File: src/rtl/core/rfit_pkg.sv
// shared constants for the row find-or-insert table
// no dependencies; compiled before all other files
package rfit_pkg;

    localparam int ELEM_W       = 32;
    localparam int IDX_W        = 8;
    localparam int CFG_W        = 5;
    localparam int DEF_MAX_ROWS = 256;
    localparam int DEF_MAX_COLS = 16;
    localparam int Q_DEPTH      = 2;

    localparam logic [CFG_W-1:0] ROW_WIDTH_RESET = CFG_W'(16);

endpackage

File: src/rtl/core/rfit_ifs.sv


interface rfit_res_if;
    import rfit_pkg::*;

    logic             valid;
    logic             ready;
    logic [IDX_W-1:0] row_index;
    logic             was_new;
    logic             table_full;

    modport source (output valid, output row_index, output was_new, output table_full,
                    input ready);
    modport sink (input valid, input row_index, input was_new, input table_full,
                  output ready);
endinterface

File: src/rtl/core/rfit_back.sv
// back end: sequential search of stored rows, append on miss, result register
// depends on rfit_pkg and rfit_ifs; drives the row store ram ports
module rfit_back #(
    parameter int MAX_ROWS = rfit_pkg::DEF_MAX_ROWS,
    parameter int MAX_COLS = rfit_pkg::DEF_MAX_COLS
) (
    input  logic                                       clk,
    input  logic                                       rst_n,
    input  logic [$clog2(MAX_COLS+1)-1:0]              width_act,
    input  logic                                       row_avail,
    output logic                                       row_pop,
    output logic [((MAX_COLS > 1) ? $clog2(MAX_COLS) : 1)-1:0] rd_col,
    input  logic [rfit_pkg::ELEM_W-1:0]                rd_word,
    output logic                                       ram_we,
    output logic                                       ram_re,
    output logic [$clog2(MAX_ROWS*MAX_COLS)-1:0]       ram_addr,
    output logic [rfit_pkg::ELEM_W-1:0]                ram_wdata,
    input  logic [rfit_pkg::ELEM_W-1:0]                ram_rdata,
    rfit_res_if.source                                 result
);
    import rfit_pkg::*;

    localparam int CNW = $clog2(MAX_COLS + 1);
    localparam int CIW = (MAX_COLS > 1) ? $clog2(MAX_COLS) : 1;
    localparam int RW  = $clog2(MAX_ROWS);
    localparam int CTW = $clog2(MAX_ROWS + 1);
    localparam int AW  = $clog2(MAX_ROWS * MAX_COLS);

    typedef enum logic [4:0] {
        S_IDLE   = 5'b00001,
        S_READ   = 5'b00010,
        S_CMP    = 5'b00100,
        S_WRITE  = 5'b01000,
        S_RESULT = 5'b10000
    } back_state_t;

    back_state_t      state_reg, state_next;
    logic [RW-1:0]    r_reg, r_next;
    logic [CNW-1:0]   c_reg, c_next;
    logic [AW-1:0]    base_reg, base_next;
    logic [CTW-1:0]   count_reg, count_next;
    logic [IDX_W-1:0] res_idx_reg, res_idx_next;
    logic             res_new_reg, res_new_next;
    logic             res_full_reg, res_full_next;
    logic             out_valid_reg, out_valid_next;
    logic [IDX_W-1:0] out_idx_reg;
    logic             out_new_reg;
    logic             out_full_reg;
    logic             out_load;
    logic             col_last;
    logic             is_full;
    logic [IDX_W+RW-1:0] r_ext;
    logic [IDX_W+RW-1:0] cnt_ext;

    assign col_last  = ((c_reg + CNW'(1)) == width_act);
    assign is_full   = (32'(count_reg) >= 32'(MAX_ROWS));
    assign r_ext     = {IDX_W'(0), r_reg};
    assign cnt_ext   = {IDX_W'(0), count_reg[RW-1:0]};
    assign rd_col    = c_reg[CIW-1:0];
    assign ram_addr  = base_reg + AW'(c_reg);
    assign ram_wdata = rd_word;
    assign ram_re    = (state_reg == S_READ);
    assign ram_we    = (state_reg == S_WRITE);
    assign out_load  = (state_reg == S_RESULT) && (!out_valid_reg || result.ready);
    assign row_pop   = out_load;

    always_comb
    begin
        state_next    = state_reg;
        r_next        = r_reg;
        c_next        = c_reg;
        base_next     = base_reg;
        count_next    = count_reg;
        res_idx_next  = res_idx_reg;
        res_new_next  = res_new_reg;
        res_full_next = res_full_reg;
        unique case (state_reg)
            S_IDLE:
            begin
                r_next    = '0;
                c_next    = '0;
                base_next = '0;
                if (row_avail)
                begin
                    state_next = (count_reg == '0) ? S_WRITE : S_READ;
                end
            end
            S_READ:
            begin
                state_next = S_CMP;
            end
            S_CMP:
            begin
                priority if (ram_rdata == rd_word && col_last)
                begin
                    res_idx_next  = r_ext[IDX_W-1:0];
                    res_new_next  = 1'b0;
                    res_full_next = 1'b0;
                    state_next    = S_RESULT;
                end
                else if (ram_rdata == rd_word)
                begin
                    c_next     = c_reg + CNW'(1);
                    state_next = S_READ;
                end
                else if ((CTW'(r_reg) + CTW'(1)) == count_reg)
                begin
                    c_next    = '0;
                    base_next = base_reg + AW'(MAX_COLS);
                    if (is_full)
                    begin
                        res_idx_next  = '0;
                        res_new_next  = 1'b0;
                        res_full_next = 1'b1;
                        state_next    = S_RESULT;
                    end
                    else
                    begin
                        state_next = S_WRITE;
                    end
                end
                else
                begin
                    r_next     = r_reg + RW'(1);
                    c_next     = '0;
                    base_next  = base_reg + AW'(MAX_COLS);
                    state_next = S_READ;
                end
            end
            S_WRITE:
            begin
                if (col_last)
                begin
                    res_idx_next  = cnt_ext[IDX_W-1:0];
                    res_new_next  = 1'b1;
                    res_full_next = 1'b0;
                    count_next    = count_reg + CTW'(1);
                    state_next    = S_RESULT;
                end
                else
                begin
                    c_next = c_reg + CNW'(1);
                end
            end
            S_RESULT:
            begin
                if (out_load)
                begin
                    state_next = S_IDLE;
                end
            end
            default:
            begin
                state_next = S_IDLE;
            end
        endcase
    end

    always_comb
    begin
        out_valid_next = out_valid_reg;
        if (result.ready)
        begin
            out_valid_next = 1'b0;
        end
        if (out_load)
        begin
            out_valid_next = 1'b1;
        end
    end

    always_ff @(posedge clk or negedge rst_n)
    begin
        if (!rst_n)
        begin
            state_reg     <= S_IDLE;
            count_reg     <= '0;
            out_valid_reg <= 1'b0;
        end
        else
        begin
            state_reg     <= state_next;
            count_reg     <= count_next;
            out_valid_reg <= out_valid_next;
        end
    end

    // search position, pending result and output beat, no reset
    always_ff @(posedge clk)
    begin
        r_reg        <= r_next;
        c_reg        <= c_next;
        base_reg     <= base_next;
        res_idx_reg  <= res_idx_next;
        res_new_reg  <= res_new_next;
        res_full_reg <= res_full_next;
        if (out_load)
        begin
            out_idx_reg  <= res_idx_reg;
            out_new_reg  <= res_new_reg;
            out_full_reg <= res_full_reg;
        end
    end

    assign result.valid      = out_valid_reg;
    assign result.row_index  = out_idx_reg;
    assign result.was_new    = out_new_reg;
    assign result.table_full = out_full_reg;

`ifndef SYNTHESIS
    a_write_has_room: assert property (@(posedge clk) disable iff (!rst_n)
        ram_we |-> (32'(count_reg) < 32'(MAX_ROWS)))
        else $error("row store written while table full");

    a_pop_has_row: assert property (@(posedge clk) disable iff (!rst_n)
        row_pop |-> row_avail)
        else $error("queue popped while empty");

    a_count_steps: assert property (@(posedge clk) disable iff (!rst_n)
        (count_reg != $past(count_reg)) |-> (count_reg == $past(count_reg) + CTW'(1)))
        else $error("row count moved by other than one");

    a_cmp_after_read: assert property (@(posedge clk) disable iff (!rst_n)
        (state_reg == S_CMP) |-> ($past(state_reg) == S_READ))
        else $error("compare without a preceding ram read");
`endif

endmodule

File: src/flat_wrapper.sv
// flat-port wrapper written by rule: the top's interface ports become plain ports
module rfit_back_flat import rfit_pkg::*;
#(
    parameter int MAX_ROWS = rfit_pkg::DEF_MAX_ROWS,
    parameter int MAX_COLS = rfit_pkg::DEF_MAX_COLS
)
  (clk, rst_n, width_act, row_avail, row_pop, rd_col, rd_word, ram_we, ram_re, ram_addr, ram_wdata, ram_rdata, result_valid, result_row_index, result_was_new, result_table_full, result_ready);
  rfit_res_if result_i ();
  input  logic clk;
  input  logic rst_n;
  input  logic [$clog2(MAX_COLS+1)-1:0] width_act;
  input  logic row_avail;
  output logic row_pop;
  output logic [((MAX_COLS > 1) ? $clog2(MAX_COLS) : 1)-1:0] rd_col;
  input  logic [rfit_pkg::ELEM_W-1:0] rd_word;
  output logic ram_we;
  output logic ram_re;
  output logic [$clog2(MAX_ROWS*MAX_COLS)-1:0] ram_addr;
  output logic [rfit_pkg::ELEM_W-1:0] ram_wdata;
  input  logic [rfit_pkg::ELEM_W-1:0] ram_rdata;
  output wire logic [$bits(result_i.valid)-1:0] result_valid;
  output wire logic [$bits(result_i.row_index)-1:0] result_row_index;
  output wire logic [$bits(result_i.was_new)-1:0] result_was_new;
  output wire logic [$bits(result_i.table_full)-1:0] result_table_full;
  input wire logic [$bits(result_i.ready)-1:0] result_ready;
  assign result_valid = result_i.valid;
  assign result_row_index = result_i.row_index;
  assign result_was_new = result_i.was_new;
  assign result_table_full = result_i.table_full;
  assign result_i.ready = result_ready;
  rfit_back #(.MAX_ROWS(MAX_ROWS), .MAX_COLS(MAX_COLS)) u_core (.clk(clk), .rst_n(rst_n), .width_act(width_act), .row_avail(row_avail), .row_pop(row_pop), .rd_col(rd_col), .rd_word(rd_word), .ram_we(ram_we), .ram_re(ram_re), .ram_addr(ram_addr), .ram_wdata(ram_wdata), .ram_rdata(ram_rdata), .result(result_i));
endmodule
File: config.mk
export PLATFORM = sky130hd
export DESIGN_NAME = rfit_back_flat
export DESIGN_NICKNAME = d
export VERILOG_FILES = /design/src/rtl/core/rfit_pkg.sv /design/src/rtl/core/rfit_ifs.sv /design/src/rtl/core/rfit_back.sv /design/src/flat_wrapper.sv
export SDC_FILE = /design/constraint.sdc
export NUM_CORES = 1
export LEC_CHECK = 0
export BUFFER_PORTS_ARGS = -buffer_cell sky130_fd_sc_hd__buf_4
export CELL_PAD_IN_SITES_DETAIL_PLACEMENT = 1
export CELL_PAD_IN_SITES_GLOBAL_PLACEMENT = 1
export CORE_UTILIZATION = 40
export CTS_BUF_LIST = sky130_fd_sc_hd__clkbuf_8
export DETAILED_ROUTE_END_ITERATION = 6
export PLACE_DENSITY = 0.86
export SLEW_MARGIN = 0
export SYNTH_ARGS = -nofsm -noshare
export SYNTH_HDL_FRONTEND = slang
export SYNTH_SLANG_ARGS = --single-unit
File: constraint.sdc
create_clock -name clk -period 5.2 [get_ports clk]
set_input_delay 0.52 -clock clk [delete_from_list [all_inputs] [get_ports clk]]
set_output_delay 0.52 -clock clk [all_outputs]
set_load 0.1 [all_outputs]
* Word-level counts from Yosys, hierarchy flattened
Cells that the tools add are included.
Cells by class: add/subtract/negate cells 6, $mul 0, divide/modulo/power cells 0, order comparisons 1, eq/ne operators 18, shift operators 0, multiplexer cells 40, bitwise gates (word level) 0, reductions and logical operators 15
Operator list (number):
- $mux 8 | 8
- $mux 5 | 10
- $eq 32x32->1 | 1
- $pmux 8 s2 | 2
- $pmux 5 s5 | 1
- $mux 12 | 2
- $pmux 12 s2 | 1
- $pmux 5 s3 | 1
- $add 12x5->12 | 1
- $add 12x5->12 const B | 1
- $mux 1 | 12
- $ne 2x2->1 const B | 6
- $add 8x1->9 const B | 1
- $add 9x1->9 const B | 1
- $eq 9x9->1 | 1
- $ge 9x9->1 const B | 1
- $logic_not 9->1 | 1
- $reduce_and 3->1 | 3
- $add 8x1->8 const B | 1
- $ne 3x1->1 const B | 2
- $reduce_bool 2->1 | 3
- $add 5x1->5 const B | 1
- $eq 5x1->1 const B | 1
- $eq 5x2->1 const B | 1
- 15 further kinds | 17
Storage, ports and cells: flip-flop bits (word level) 60, bits in latches 0, bits in writable memories 0, memory bits (read-only) 0, input bits 73, output and inout port bits 62, word-level logic and storage cells 92, memories 0

* Longest topological paths before layout
Gate-level depths: netlist of the first run.
depth after elaboration 6, mapped depth 7, gate-level depth less buffers 7

* Worst setup path after synthesis of the first run
Ideal clock, no wire load.
path type reg-to-reg, from register u_core.state_reg[4], to register u_core.state_reg[1], library setup time 0.077 ns, arrival 3.633 ns, data required time 5.123 ns, path slack 1.490 ns, stages on the path, launching flop included 7, buffers on the path 0, period minus slack after synthesis 3.710 ns, cells stage by stage dfrtp_1 -> or3_1 -> nor3b_1 -> nor3_1 -> a21oi_1 -> nand3b_1 -> a21oi_1
RTL lines:
- start, declared | line rfit_back.sv:37 | back_state_t state_reg, state_next;
- start signal, assigned | line rfit_back.sv:182 | state_reg <= state_next;
- $eq 5x2->1
- via ram_re | line flat_wrapper.sv:17 | output logic ram_re;
- $pmux 5 s5 | line rfit_back.sv:77 | unique case (state_reg)
The timed path passes the listed nets, and every way through them passes these cells. A chain may end at the register's enable or synchronous reset.

* Worst setup path after layout of the first run
from register u_core.c_reg[0], to register u_core.res_new_reg (enable)
Between the ends: cells in the longest elaborated chain, start to end 5
RTL lines:
- start, declared | line rfit_back.sv:39 | logic [CNW-1:0] c_reg, c_next;
- start signal, assigned | line rfit_back.sv:192 | c_reg <= c_next;
- $add 5x1->5 (*) | line rfit_back.sv:55 | assign col_last = ((c_reg + CNW'(1)) == width_act);
- $eq 5x5->1 (*) | line rfit_back.sv:55
- $logic_and 1x1->1 | line rfit_back.sv:94 | priority if (ram_rdata == rd_word && col_last)
- $ne 3x1->1 (no line) / $ne 3x3->1 (equally long branches)
- $reduce_and 5->1 (no line) (*)
- end signal, assigned | line rfit_back.sv:195 | res_new_reg <= res_new_next;
- end, declared | line rfit_back.sv:43 | logic res_new_reg, res_new_next;
Mark *: on every way between the ends. The rest lies on a longest branch, timed or not.

==> metrics, run 1 <==
Post-CTS Hold Buffers=0; global placer's final weighted congestion=0.850; CP Data Arrival Time=3.62 ns; # rows=34; max_cap viols=0; Final ANT Viol Nets=0; CTS buffer count=5; Slew headroom=34.2%; CTS tree=done; EDFF count, synth=41; Post-Syn Nets=410; share of cells above drive strength 1=35.8%; Largest register FFs=9; Post-Syn Area per Cell=10.8 um2; chip width=96.3 um; crit path max fanout=10; HP Class=in2async; htree depth=2; leakage power=0.00188 uW; peak supply drop=0.000308 V; top achievable clock speed=272 MHz; Fin Setup TNS=0 ns; worst r2r path cells=7; CTS root buf=clkbuf_8; top-count cell post-synth=xor2_1; Pwr per Cell Area=525 nW/um2; RR Endpoint=u_core.res_new_reg; Die Y=96.3 um; All-Layer GR Usage=20.8%; Critical Path RT=5.14 ns; Initial Util=41.0%; GRT overflow=0; RSZ-0062 raised after global routing=false; Synthesis Warnings=0; post-synthesis register bit count=56; DRT iter0 DRCs=129; final setup violation count=0; Worst-Skew Late Latency=0.31 ns; CP Cell Sequence=ha_1 > xnor2_1 > xor2_1 > nand4_1 > nor4_1 > nor2_1 > a2bb2oi_1; post-synthesis sequential area ratio=45.2%; share of the synthesized area in the top cell type=34.6%; Tcrit/Tclk final=70.7%; n_diodes=0; final setup skew=0.00526 ns; clock buffer depth=2; first-pass GRT wire length=14400 um; Post-synth top cells=44 x xor2_1, 41 x edfxtp_1, 40 x buf_4; Resized cells post-CTS=0; DR vias=2783; area of the multi-input gates=1600 um2; # clock sinks=56; Final Hold Viols=0; CP Launch Type=register; outcome=complete, no violations; cell count after synthesis=330; initial antenna violation count=0; # fillers=985; slowest cell on the critical path=a2bb2oi_1; Routed WL=9310 um; WP buf/inv=0; core footprint=8680 um2; ys flop type=edfxtp_1; PortBufs=134; dominant cell type by area after synthesis=edfxtp_1; Synth-to-Final Area Change=26.7%; worst stage delay on the critical path=0.82 ns; cell area after synthesis=3560 um2; synth unique cells=42; final net count=506; Clock Pin Slew Worst Setup and Hold Paths=0.10 ns; worst slew pin tran=0.983 ns; dpl hpwl=7410 um; hold slack=0.0527 ns; post-layout min period=3.68 ns; Top delay family on crit path=simple AND/OR/NAND/NOR gates; ys async rst share=26.8%; DR pass1 iterations=4; area of the die=9280 um2; WS Path Type=reg2reg; # Post-CTS Setup Buffers=0; max-slew violation count=0; largest net degree at the start of global routing=19; post-detailed-route wirelength per cell=17.4 um; IO Count=135; vias per cell=5.20; CP endpoint kind=register; flop2flop setup slack=1.52 ns; Residual DRC=0; vias in the first global route=3002; Synth area leaders=edfxtp_1 35%, xor2_1 11%, dfrtp_1 9.8%; worst reg2reg startpoint=u_core.c_reg[0]; register area=1610 um2
cells in the final DEF (no fill, tap or decap), types with 5 or more instances in the layout:
cell,n
nor3_1,7
xnor2_1,27
nand2_1,20
nor2_1,27
nand4_1,9
nor4_1,11
dfrtp_1,14
buf_4,136
o21ai_0,6
clkbuf_8,6
ha_1,7
nand3_1,13
xor2_1,44
or3_1,5
edfxtp_1,41
a22o_1,8
inv_1,5
a21oi_1,6
cells by family after synthesis:
family / after synthesis / synth area share, %
fa+ha+maj: 7 / 2.46
simple gates: 112 / 17.1
xor+xnor: 74 / 19.4
buf+inv: 53 / 9.85
flops: 56 / 45.2
compound gates: 28 / 5.98
cell type report:
cell class	count	area share, %
Tap cell	108	3.00
Sequential cell	56	35.7
Clock inverter	2	0.860
Multi-Input combinational cell	221	35.5
Timing Repair Buffer	136	22.6
Clock buffer	6	1.83
Inverter	6	0.500
routing by layer:
metal / part of all wire [%] / global-route usage [%]
met1: 36 / 22.2
met2: 56 / 40.7
met3: 6.2 / 3.79
met4: 1.5 / 7.11
met5: 0 / 0
worst reg2reg max path, stage by stage, from the launching register on:
cell and delay (ns):
edfxtp_1 0.49, ha_1 0.28, xnor2_1 0.26, xor2_1 0.20
nand4_1 0.40, nor4_1 0.72, nor2_1 0.14, a2bb2oi_1 0.82
how the worst max path moves through the flow:
| stage | from | to | slack (ns) | cells after the start |
|---|---|---|---|---|
| 6_report | u_core.c_reg[0] | u_core.res_new_reg | 1.52 | 7 |
| 5_1_grt | u_core.c_reg[0] | u_core.res_idx_reg[4] | 1.23 | 7 |
| 4_1_cts | u_core.c_reg[0] | u_core.res_full_reg | 1.49 | 7 |
| 3_5_place_dp | u_core.c_reg[0] | u_core.res_idx_reg[7] | 1.61 | 7 |
| 3_3_place_gp | u_core.c_reg[0] | u_core.res_idx_reg[4] | 1.91 | 7 |
| 2_1_floorplan | u_core.state_reg[4] | u_core.state_reg[1] | 1.49 | 6 |
power breakdown:
part	switching (uW)	internal, uW
Clock	147	158
Combinational	950	348
Sequential	144	621
per-stage QoR:
stage	total power [uW]	cell area, um2	utilization [%]	worst slack [ns]	cells
6_report	2370	4510	51.9	1.52	535
5_1_grt	2480	4510	51.9	1.23	535
4_1_cts	2380	4510	51.9	1.49	535
3_5_place_dp	2060	4390	50.5	1.61	527
3_3_place_gp	2030	4390	50.5	1.91	527
2_1_floorplan	1820	3560	-	1.49	330
Power figures use the tool's default switching activity.
==> run 2, diff against run 1 <==
CORE_UTILIZATION = 38   (was 40)
PLACE_DENSITY = 0.82   (was 0.86)
clock period = 3.45 ns   (was 5.2 ns; I/O delays follow)
==> metrics, run 2 (same netlist as run 1, synthesis figures left out) <==
outcome=complete, no violations; M1 wire length=3350 um (+0.15%); Synth-to-Final Area Change=26.6% (about the same); IO Count=135 (unchanged); post-layout min period=2.99 ns (-0.688 ns); final setup skew=0.00747 ns (+0.00222 ns); worst slew pin tran=1.16 ns (+0.177 ns); final setup violation count=0 (unchanged); DRT iter0 DRCs=97 (-25%); first-pass GRT wire length=14300 um (-0.33%); DR pass1 iterations=4 (unchanged); most common cell after layout, fill and taps aside=buf_4; Pwr per Cell Area=768 nW/um2 (+46%); # fillers=993 (+0.81%); crit path max fanout=10 (unchanged); Post-CTS Hold Buffers=1 (+1); CTS buffer count=5 (unchanged); PortBufs=134 (unchanged); # clock sinks=56 (unchanged); hold slack=0.343 ns (+0.291 ns); global placer's final weighted congestion=0.817 (-3.8%); chip width=98.8 um (+2.5%); # Post-CTS Setup Buffers=0 (unchanged); top achievable clock speed=335 MHz (+23%); Residual DRC=0 (unchanged); peak supply drop=0.000478 V (+55%); CP Data Arrival Time=3.02 ns (-0.60 ns); largest net degree at the start of global routing=20 (+1); vias in the first global route=3012 (+0.33%); commonest non-fill, non-tap cells in the layout=137 x buf_4, 44 x xor2_1, 41 x edfxtp_1; max_cap viols=0 (unchanged); GRT overflow=0 (unchanged); Tot Pwr=3460 uW (+46%); Resized cells post-CTS=0 (unchanged); Fin Setup TNS=0 ns (unchanged); CP Launch Type=register; Final Hold Viols=0 (unchanged); post-detailed-route wirelength per cell=16.1 um (-7.8%); initial antenna violation count=0 (unchanged); final net count=508 (+0.40%); area of the die=9760 um2 (+5.2%); max-slew violation count=0 (unchanged); vias per cell=5.15 (-0.91%); Slew headroom=21.8% (-12 points); share of cells above drive strength 1=36.1% (+0.30 points); n_diodes=0 (unchanged); Clock Pin Slew Worst Setup and Hold Paths=0.10 ns (about the same); Die Y=98.8 um (+2.5%); CP endpoint kind=register; core footprint=8890 um2 (+2.5%); dpl hpwl=7220 um (-2.6%); Critical Path RT=3.48 ns (-1.66 ns); Initial Util=40.0% (-0.98 points); Worst-Skew Late Latency=0.32 ns (about the same); # rows=34 (unchanged); routed length on met3=613 um (+6.8%); htree depth=2 (unchanged); clock buffer depth=2 (unchanged); Final ANT Viol Nets=0 (unchanged); All-Layer GR Usage=18.8% (-2.0 points); WS Path Type=reg2reg; CTS root buf=clkbuf_8; HP Class=in2reg; RSZ-0062 raised after global routing=false; leakage power=0.00188 uW (-0.23%); DR top layer=met4; DR vias=2768 (-0.54%); Routed WL=8620 um (-7.5%); Largest register FFs=9 (unchanged); met2 WL post-DR=4440 um (-15%); area of the multi-input gates=1610 um2 (+0.31%); register area=1610 um2 (unchanged); Tcrit/Tclk final=86.6% (+16 points); CTS tree=done
==> run 2: area by class of cell <==
type                    count  share of cell area, %
well taps                 108                   3.00
inverters                   6                  0.500
clock buffers               5                   1.53
multi-input cells         221                   35.6
repair buffers            138                   23.0
flip-flops and latches     56                   35.7
clock inverters             3                  0.611
==> run 2: final timing paths <==
check	from	endpoint	cells past startpoint	slack, ns
setup / recovery	u_core.c_reg[0]	u_core.res_full_reg	9	0.46
hold / removal	result_ready	u_core.result.valid	3	0.34
setup reg to reg	u_core.c_reg[0]	u_core.res_full_reg	9	0.46
hold reg to reg	u_core.res_new_reg	u_core.result.was_new	0	0.43
max in group asynchronous	rst_n	u_core.state_reg[0]	2	2.79
min in group asynchronous	rst_n	u_core.count_reg[6]	2	0.41
==> run 2: power by group <==
group	switching [uW]	internal [uW]	total [uW]	leakage, uW
Combinational	1420	521	1940	0.00124
Sequential	210	938	1150	0.000587
Clock	228	149	377	0.0000463
Total	1850	1610	3460	0.00188
==> run 2: per-stage QoR <==
stage / cells / utilization [%] / area [um2] / worst slack (ns)
after floorplan: 330 / - / 3560 / 0.230
after global routing: 537 / 50.7 / 4510 / 0.298
after global placement: 528 / 49.5 / 4400 / 0.632
final: 537 / 50.7 / 4510 / 0.461
after CTS: 537 / 50.7 / 4510 / 0.500
after detailed placement: 528 / 49.5 / 4400 / 0.517
==> run 2: metal layers <==
metal	GRT usage, %	vias up
met5	0	-
met4	8.04	0
met3	4.11	13
met2	34.6	124
met1	20.8	1314
li1	-	1317
==> run 2: critical path, cell delays in order (launching register included) <==
cell and delay (ns):
edfxtp_1 0.49, ha_1 0.28, xnor2_1 0.24, xor2_1 0.17, nand4_1 0.10, buf_4 0.19
nor4_1 0.67, nor2_1 0.15, a2bb2oi_1 0.21, buf_4 0.21
